**src/assert_macros.svh**
```systemverilog
// Assertion macros for the RTL of the frame text parser.
`ifndef ASSERT_MACROS_SVH
`define ASSERT_MACROS_SVH

// Check a property on every rising edge, disabled during reset.
`define ASSERT_PROP(label, clk, rst, prop, msg) \
   label: assert property (@(posedge clk) disable iff (rst) (prop)) else $error(msg);

// Check that a plain condition holds on every rising edge outside reset.
`define ASSERT_ALWAYS(label, clk, rst, cond, msg) \
   label: assert property (@(posedge clk) disable iff (rst) (cond)) else $error(msg);

`endif

```
**src/frt_pkg.sv**
```systemverilog
// Shared types and constants of the replay frame text parser.
package frt_pkg;

   // Characters that steer the parse
   localparam logic [7:0] CH_COMMA = 8'h2C;
   localparam logic [7:0] CH_BAR   = 8'h7C;
   localparam logic [7:0] CH_PLUS  = 8'h2B;
   localparam logic [7:0] CH_MINUS = 8'h2D;
   localparam logic [7:0] CH_ZERO  = 8'h30;
   localparam logic [7:0] CH_NINE  = 8'h39;
   localparam logic [7:0] CH_SPACE = 8'h20;
   localparam logic [7:0] CH_TAB   = 8'h09;
   localparam logic [7:0] CH_CR    = 8'h0D;

   // Overflow bounds: the value may take one more digit only while it stays
   // at or under the quotient, and at the quotient only with a small digit.
   localparam logic [63:0] DELTA_QUOT  = 64'd922337203685477580;
   localparam logic [31:0] KEYS_QUOT   = 32'd214748364;
   localparam logic [3:0]  DIG_REM_POS = 4'd7;
   localparam logic [3:0]  DIG_REM_NEG = 4'd8;

   // Largest running time
   localparam logic [62:0] TIME_MAX = {63{1'b1}};

   // One closed frame handed from the character parser to the time stage
   typedef struct packed {
      logic        err;
      logic [62:0] delta;
      logic [31:0] keys_mag;
      logic        keys_neg;
   } frame_rec_type;

endpackage

```
**src/frt_char_parser.sv**
```systemverilog
// Character stage: field splitting, decimal parsing and frame close detection.
module frt_char_parser (
   input  logic                  clock,
   input  logic                  reset,
   input  logic                  in_accept,
   input  logic [7:0]            in_char,
   input  logic                  in_last,
   output logic                  in_ready,
   output logic                  rec_vld,
   output frt_pkg::frame_rec_type rec,
   input  logic                  rec_take
);
   import frt_pkg::*;

   typedef enum logic [1:0] {
      PH_WS   = 2'd0,
      PH_SIGN = 2'd1,
      PH_DIG  = 2'd2,
      PH_DONE = 2'd3
   } phase_type;

   typedef struct packed {
      logic [1:0]  fn;
      logic        nonempty;
      logic        second;
      logic [63:0] dval;
      logic        dneg;
      logic        dnz;
      phase_type   dph;
      logic [31:0] kval;
      logic        kneg;
      phase_type   kph;
      logic        err;
   } seg_type;

   typedef struct packed {
      phase_type phase;
      logic      neg;
      logic      acc;
      logic      err;
   } feed_type;

   // Phase step of one number field for one character
   function automatic feed_type feed(input phase_type ph, input logic neg,
                                     input logic [7:0] c);
      feed_type f;
      logic     sp;
      logic     sg;
      logic     dg;
      sp = (c == CH_SPACE) || (c inside {[CH_TAB:CH_CR]});
      sg = (c == CH_PLUS) || (c == CH_MINUS);
      dg = c inside {[CH_ZERO:CH_NINE]};
      f.phase = ph;
      f.neg   = neg;
      f.acc   = 1'b0;
      f.err   = 1'b0;
      case (ph)
         PH_WS: begin
            if (sp) begin
               f.phase = PH_WS;
            end else if (sg) begin
               f.neg   = (c == CH_MINUS);
               f.phase = PH_SIGN;
            end else if (dg) begin
               f.phase = PH_DIG;
               f.acc   = 1'b1;
            end else begin
               f.phase = PH_DONE;
               f.err   = 1'b1;
            end
         end
         PH_SIGN: begin
            if (dg) begin
               f.phase = PH_DIG;
               f.acc   = 1'b1;
            end else begin
               f.phase = PH_DONE;
               f.err   = 1'b1;
            end
         end
         PH_DIG: begin
            if (dg) begin
               f.acc = 1'b1;
            end else begin
               f.phase = PH_DONE;
            end
         end
         default: begin
            f.phase = ph;
         end
      endcase
      return f;
   endfunction

   seg_type       seg_ff, seg_in, took;
   seg_type       s;
   frame_rec_type rec_ff, rec_in;
   logic          rec_vld_ff, rec_vld_in;
   feed_type      fd, fk;
   logic [3:0]    digit;
   logic [3:0]    d_rem, k_rem;
   logic          d_ovf, k_ovf;
   logic          is_comma, is_bar, closing, err_c, emit;

   // digits sit at 0x30..0x39, so the low nibble is the digit value
   assign digit    = in_char[3:0];
   assign is_comma = (in_char == CH_COMMA);
   assign is_bar   = (in_char == CH_BAR);

   assign fd = feed(seg_ff.dph, seg_ff.dneg, in_char);
   assign fk = feed(seg_ff.kph, seg_ff.kneg, in_char);

   assign d_rem = seg_ff.dneg ? DIG_REM_NEG : DIG_REM_POS;
   assign k_rem = seg_ff.kneg ? DIG_REM_NEG : DIG_REM_POS;
   assign d_ovf = (seg_ff.dval > DELTA_QUOT) ||
                  ((seg_ff.dval == DELTA_QUOT) && (digit > d_rem));
   assign k_ovf = (seg_ff.kval > KEYS_QUOT) ||
                  ((seg_ff.kval == KEYS_QUOT) && (digit > k_rem));

   // Segment state after taking a non-comma character
   always_comb begin
      took          = seg_ff;
      took.nonempty = 1'b1;
      if (seg_ff.fn != 2'd0) begin
         took.second = 1'b1;
      end
      if (is_bar) begin
         if ((seg_ff.fn == 2'd0) && ((seg_ff.dph == PH_WS) || (seg_ff.dph == PH_SIGN))) begin
            took.err = 1'b1;
         end
         if ((seg_ff.fn == 2'd1) && ((seg_ff.kph == PH_WS) || (seg_ff.kph == PH_SIGN))) begin
            took.err = 1'b1;
         end
         if (seg_ff.fn != 2'd2) begin
            took.fn = seg_ff.fn + 2'd1;
         end
      end else if (seg_ff.fn == 2'd0) begin
         took.dph = fd.phase;
         took.dneg = fd.neg;
         if (fd.err) begin
            took.err = 1'b1;
         end
         if (fd.acc) begin
            if (d_ovf) begin
               took.err = 1'b1;
            end else begin
               took.dval = (seg_ff.dval << 3) + (seg_ff.dval << 1) + {60'd0, digit};
               took.dnz  = seg_ff.dnz || (digit != 4'd0);
            end
         end
      end else if (seg_ff.fn == 2'd1) begin
         took.kph = fk.phase;
         took.kneg = fk.neg;
         if (fk.err) begin
            took.err = 1'b1;
         end
         if (fk.acc) begin
            if (k_ovf) begin
               took.err = 1'b1;
            end else begin
               took.kval = (seg_ff.kval << 3) + (seg_ff.kval << 1) + {28'd0, digit};
            end
         end
      end
   end

   // Frame close: a comma closes the current segment, a last character
   // closes the segment it has just extended
   always_comb begin
      closing = is_comma || in_last;
      s       = is_comma ? seg_ff : took;
      err_c   = s.err || ((s.fn == 2'd1) && ((s.kph == PH_WS) || (s.kph == PH_SIGN)));
      emit    = closing && s.nonempty && s.second && (err_c || !(s.dneg && s.dnz));
      rec_in.err      = err_c;
      rec_in.delta    = s.dval[62:0];
      rec_in.keys_mag = s.kval;
      rec_in.keys_neg = s.kneg;
      seg_in = closing ? '0 : took;
   end

   assign in_ready   = !rec_vld_ff || rec_take;
   assign rec_vld_in = in_accept ? emit : (rec_vld_ff && !rec_take);

   // Segment state and frame record registers
   always_ff @(posedge clock) begin
      if (reset) begin
         seg_ff     <= '0;
         rec_vld_ff <= 1'b0;
      end else begin
         rec_vld_ff <= rec_vld_in;
         if (in_accept) begin
            seg_ff <= seg_in;
         end
      end
   end

   always_ff @(posedge clock) begin
      if (in_accept && emit) begin
         rec_ff <= rec_in;
      end
   end

   assign rec_vld = rec_vld_ff;
   assign rec     = rec_ff;

endmodule

```
**src/frt_time_accum.sv**
```systemverilog
// Time stage: saturating running time, keys sign and the result register.
module frt_time_accum (
   input  logic                   clock,
   input  logic                   reset,
   input  logic                   rec_vld,
   input  frt_pkg::frame_rec_type rec,
   output logic                   rec_take,
   output logic                   out_valid,
   input  logic                   out_ready,
   output logic                   out_status,
   output logic [62:0]            out_time,
   output logic [31:0]            out_keys
);
   import frt_pkg::*;

   logic [62:0] rt_ff, rt_in;
   logic        out_vld_ff;
   logic        status_ff;
   logic [62:0] time_ff, time_in;
   logic [31:0] keys_ff, keys_in;
   logic [63:0] sum;
   logic        adv;
   logic        load;

   // the result register moves whenever it is empty or being drained
   assign adv      = !out_vld_ff || out_ready;
   assign rec_take = adv;
   assign load     = rec_vld && adv;

   // Add with saturation at the largest time
   assign sum   = {1'b0, rt_ff} + {1'b0, rec.delta};
   assign rt_in = sum[63] ? TIME_MAX : sum[62:0];

   // Error results carry zeros
   assign time_in = rec.err ? 63'd0 : rt_in;
   assign keys_in = rec.err ? 32'd0 :
                    (rec.keys_neg ? (~rec.keys_mag + 32'd1) : rec.keys_mag);

   // Control state
   always_ff @(posedge clock) begin
      if (reset) begin
         out_vld_ff <= 1'b0;
         rt_ff      <= '0;
      end else begin
         if (adv) begin
            out_vld_ff <= rec_vld;
         end
         if (load && !rec.err) begin
            rt_ff <= rt_in;
         end
      end
   end

   // Result payload
   always_ff @(posedge clock) begin
      if (load) begin
         status_ff <= rec.err;
         time_ff   <= time_in;
         keys_ff   <= keys_in;
      end
   end

   assign out_valid  = out_vld_ff;
   assign out_status = status_ff;
   assign out_time   = time_ff;
   assign out_keys   = keys_ff;

endmodule

```
**src/replay_frame_text_parser_unit.sv**
```systemverilog
// Replay frame text parser: one text character in, at most one frame out.
//
// Input channel req_*: one byte of frame text per item in req_tdata, with
// req_tlast on the final character of the text. Frames are split at commas,
// fields at bars; the first two fields are the time delta and the keys.
// Result channel rsp_*: rsp_tuser is the status (1 = malformed or out of
// range number), rsp_tdata carries the accumulated frame time and the keys.
// A closed frame passes the record register and then the result register.
// Throughput: one character per cycle while req_tready is high; the
// character stage does one digit step per cycle and the time stage one
// 64-bit add per closed frame, so neither holds the stream.
// Characters that close no frame, or a frame that is skipped, give no item.
// Reset (synchronous, active high) clears the running time and the
// partially parsed frame and empties both pipeline registers.
// When the receiver stalls, the result register holds; one more closed
// frame can wait in the record register, after which req_tready drops.
`include "assert_macros.svh"

module replay_frame_text_parser_unit (
   input  logic        clock,
   input  logic        reset,
   input  logic        req_tvalid,
   output logic        req_tready,
   input  logic [7:0]  req_tdata,   // [7:0] text_char
   input  logic        req_tlast,   // is_last
   output logic        rsp_tvalid,
   input  logic        rsp_tready,
   output logic [95:0] rsp_tdata,   // [62:0] frame_time, [94:63] key_state, [95] zero
   output logic        rsp_tuser    // [0] status
);
   import frt_pkg::*;

   frame_rec_type rec;
   logic          rec_vld;
   logic          rec_take;
   logic          req_accept;
   logic [62:0]   frame_time;
   logic [31:0]   key_state;

   assign req_accept = req_tvalid && req_tready;

   // Character stage
   frt_char_parser u_parser (
      .clock     (clock),
      .reset     (reset),
      .in_accept (req_accept),
      .in_char   (req_tdata),
      .in_last   (req_tlast),
      .in_ready  (req_tready),
      .rec_vld   (rec_vld),
      .rec       (rec),
      .rec_take  (rec_take)
   );

   // Time stage and result register
   frt_time_accum u_time (
      .clock      (clock),
      .reset      (reset),
      .rec_vld    (rec_vld),
      .rec        (rec),
      .rec_take   (rec_take),
      .out_valid  (rsp_tvalid),
      .out_ready  (rsp_tready),
      .out_status (rsp_tuser),
      .out_time   (frame_time),
      .out_keys   (key_state)
   );

   assign rsp_tdata = {1'b0, key_state, frame_time};

   // Checks
   `ASSERT_PROP(a_err_zero, clock, reset, (rsp_tvalid && rsp_tuser) |-> (rsp_tdata == 96'd0), "error item with nonzero payload")
   `ASSERT_PROP(a_stall_src, clock, reset, !req_tready |-> (rsp_tvalid && !rsp_tready && rec_vld), "input stalled without a full pipeline")
   `ASSERT_ALWAYS(a_pad_zero, clock, reset, !rsp_tvalid || !rsp_tdata[95], "padding bit set")

endmodule
```
**config.mk**
```make
export PLATFORM = sky130hd
export DESIGN_NAME = replay_frame_text_parser_unit
export DESIGN_NICKNAME = d
export VERILOG_FILES = /design/src/frt_pkg.sv /design/src/frt_char_parser.sv /design/src/frt_time_accum.sv /design/src/replay_frame_text_parser_unit.sv
export VERILOG_INCLUDE_DIRS = /design/src /design/src/src
export SDC_FILE = /design/constraint.sdc
export NUM_CORES = 1
export LEC_CHECK = 0
export ABC_AREA = 0
export BUFFER_PORTS_ARGS = -buffer_cell sky130_fd_sc_hd__buf_2
export CORE_MARGIN = 5
export CORE_UTILIZATION = 25
export CTS_BUF_LIST = sky130_fd_sc_hd__clkbuf_16
export DETAILED_ROUTE_END_ITERATION = 10
export PLACE_DENSITY = 0.49
export SLEW_MARGIN = 20
export SYNTH_ARGS = -nofsm -noshare
export SYNTH_HDL_FRONTEND = slang
export SYNTH_SLANG_ARGS = --single-unit
```
**constraint.sdc**
```tcl
create_clock -name clock -period 10.66 [get_ports clock]
set_input_delay 1.066 -clock clock [delete_from_list [all_inputs] [get_ports clock]]
set_output_delay 1.066 -clock clock [all_outputs]
set_load 0.05 [all_outputs]
```
==> impl_metrics.yaml <==
floorplanning:
  coreArea_um2: 99700
  fp.dieW_um: 327
  design.die.area_um2: 107000
  die_h_um: 327
  rows: 116
  io_pins: 112
  start_util: 0.251
global_route:
  gr-total-overflow: 0
  track_usage: 0.139
  grt_pass1_wl_mm: 119
  grt_max_degree: 81
  antenna_found_initial: 6
  grt_pass1_vias: 19912
run_status:
  status: "complete, no violations"
drt:
  drc: 0
  via_count: 20620
  drt_wl_total_mm: 76.5
  ant_nets: 0
  via_per_inst: 5.04
  detailedRoute.firstIterationViolations: 1495
  drt_pass1_iterations: 5
  post_drt_wl_per_cell_um: 18.7
placed_design:
  place_hpwl_mm: 57.3
  portBuffers: 110
  gp_congestion: 0.885
  placed_area_um2: 26900
cells_and_area:
  fillers: 10553
  nNetsFinal: 3042
  drive_gt1_frac: 0.111
  postLayoutCellArea_um2: 28300
  area_growth_syn_to_layout_pct: 12.9
worst_hold_path:
  min_path_type: "register to register"
yosys:
  syn_avg_cell_area_um2: 9.21
  synth_warnings: 0
  mappedNetlistArea_um2: 25000
  netlist_instances: 2719
  async_reset_ff_frac: 0
  synth-main-ff-cell: "edfxtp_1"
  synth-seq-area-share: 0.370
  synth_edf_count: 193
  ys_types: 83
  synth_seq_cells: 366
  synth_nets: 2999
pwr:
  peakVddDrop_v: 0.0000832
  p_per_area_nw_per_um2: 105
  power_leakage_nw: 11.7
timing:
  period_share: 0.445
  fmax_mhz: 211
  worst_hold_slack_ns: 0.456
  setup_viol: 0
  tns_ns: 0
  timing_hold_violations_final: 0
  finClkSkew_ns: 0.0193
  worst_pin_slew_ns: 1.08
  maxSlewViolCount: 0
  slew_headroom: 0.275
  rsz0062_at_grt: "false"
  min_period_ns: 4.74
clock_network:
  h-tree-depth: 2
  clock_sinks: 366
  cts_resized: 0
  cts_buffers: 42
  cts_tree: "built"
  ctsHoldBuffers: 0
  post_cts_buffers: 0
  insertion_delay_ns: 0.58
  path_clk_slew_ns: 0.06
  cts_root_buf: "clkbuf_16"
  cts_buffer_depth: 3
critical_path:
  crit_fanout: 9
  critical-path-top-delay-family: "compound AO/OA/AOI/OAI gates"
  crit_type: "primary input to register"
  crit_required_ns: 10.98
  critPathMaxStageDelay_ns: 0.60
  start_kind: "primary input"
  crit_slowest_cell: "o21ai_0"
  crit_chain: "buf_2, fa_1, inv_1, fa_1, nand2b_1, a21o_1, a211oi_1, o21bai_1, a311oi_1, nor3_1, o21ai_0, a31oi_1, xnor2_1, mux2_2"
  cp_common_cell: "fa_1"
  path_buf_inv: 2
  arrival_ns: 5.06
  end_kind: "register"
job:
  cap_violations: 0
registers in the layout, summed over array words and instances (netlist names):
name and count:
u_time.rt_ff 63, u_time.out_time 63, u_time.out_status 1, u_time.out_valid 1, u_parser.rec_vld 1, u_time.out_keys 32, u_parser.rec 97, u_parser.seg_ff 108
cell type report:
cell class	instances	area, µm²	share of cell area
Sequential cell	366	9260	0.327
Timing Repair Buffer	134	741	0.0262
Clock inverter	33	210	0.00743
Antenna cell	1	2.50	0.0000885
Inverter	55	209	0.00739
Multi-Input combinational cell	2163	15100	0.534
Tap cell	1298	1620	0.0574
Clock buffer	45	1130	0.0398
cell usage after synthesis, drive strengths merged, types with 10 or more instances:
| library cell | number | share of area |
|---|---|---|
| a21o | 89 | 0.027 |
| edfxtp | 193 | 0.23 |
| or4 | 11 | 0.0037 |
| nor4 | 16 | 0.0042 |
| a31oi | 25 | 0.0062 |
| a211oi | 55 | 0.016 |
| nand3 | 28 | 0.0056 |
| buf | 21 | 0.0042 |
| o21bai | 32 | 0.0096 |
| nor2 | 339 | 0.051 |
| a21oi | 238 | 0.048 |
| nand2 | 167 | 0.025 |
| nor2b | 21 | 0.0052 |
| nand4 | 49 | 0.012 |
| nand2b | 22 | 0.0055 |
| a32oi | 13 | 0.0045 |
| and2 | 10 | 0.0025 |
| ha | 262 | 0.13 |
| a22oi | 55 | 0.016 |
| nor3 | 40 | 0.0082 |
| mux2 | 75 | 0.034 |
| or3 | 21 | 0.0056 |
| or2 | 11 | 0.0027 |
| a311oi | 12 | 0.0042 |
| o211ai | 24 | 0.0072 |
| o21a | 29 | 0.0087 |
| inv | 55 | 0.0082 |
| o31ai | 23 | 0.0071 |
| xnor2 | 96 | 0.034 |
| dfxtp | 173 | 0.14 |
| clkbuf | 114 | 0.017 |
| a22o | 29 | 0.010 |
| o21ai | 172 | 0.035 |
| xor2 | 78 | 0.027 |
cell families (layout without fill, tap and decap cells):
logic type      after synthesis  after routing  synth area share
compound gates              871            871             0.226
flops                       366            366             0.370
mux                          80             80            0.0357
buf+inv                     190            267            0.0296
simple gates                770            770             0.143
fa+ha+maj                   267            267             0.135
other cells                   1              2          0.000150
xor+xnor                    174            174            0.0608
metrics by stage:
step / worst slack (ns) / total power [mW] / cells / utilization
after floorplan: 2.18 / 1.54 / 2719 / -
after global placement: 5.33 / 1.57 / 4015 / 0.270
after detailed placement: 5.29 / 1.57 / 4016 / 0.270
after CTS: 5.90 / 3.01 / 4094 / 0.284
after global routing: 5.83 / 3.08 / 4094 / 0.284
final: 5.92 / 2.96 / 4095 / 0.284
report_power, final:
part	switching (mW)	internal (mW)	leakage [nW]	total, mW
sequential	0.00101	1.47	3.07	1.47
clock	0.617	0.810	0.679	1.43
combinational	0.0509	0.0160	8.00	0.0669
worst min-delay path: cells and delay by family, from the launching register on:
kind / cells / cell delay, ns
AOI/OAI and AO/OA: 1 / 0.05
DFF: 1 / 0.31
and+or+nand+nor: 1 / 0.05
layout by cell type (no fill, tap or decap), drive strengths merged, types with 40 or more instances in the layout:
| master | count |
|---|---|
| edfxtp | 193 |
| xnor2 | 96 |
| xor2 | 78 |
| nand2 | 167 |
| ha | 262 |
| dfxtp | 173 |
| clkbuf | 45 |
| a21oi | 238 |
| o21ai | 172 |
| inv | 63 |
| a211oi | 55 |
| mux2 | 75 |
| a22oi | 55 |
| a21o | 89 |
| nor2 | 339 |
| buf | 134 |
| nor3 | 40 |
| nand4 | 49 |
worst paths after layout:
path                                           start                    to  slack, ns  depth (start not counted)
worst max-delay path                    req_tdata[3]      u_parser.rec[89]       5.92                         14
worst min-delay path            u_parser.seg_ff[105]  u_parser.seg_ff[105]       0.46                          2
worst max register to register      u_parser.rec[39]      u_time.rt_ff[46]       6.19                         11
worst min register to register  u_parser.seg_ff[105]  u_parser.seg_ff[105]       0.46                          2
routing by layer:
layer | track usage | share of wire | vias to the layer above
li1 | - | - | 10273
met3 | 0.0223 | 0.047 | 98
met2 | 0.203 | 0.41 | 434
met1 | 0.209 | 0.51 | 9813
met4 | 0.0391 | 0.026 | 2
met5 | 0 | 0.00017 | -
Power figures use the tool's default switching activity.
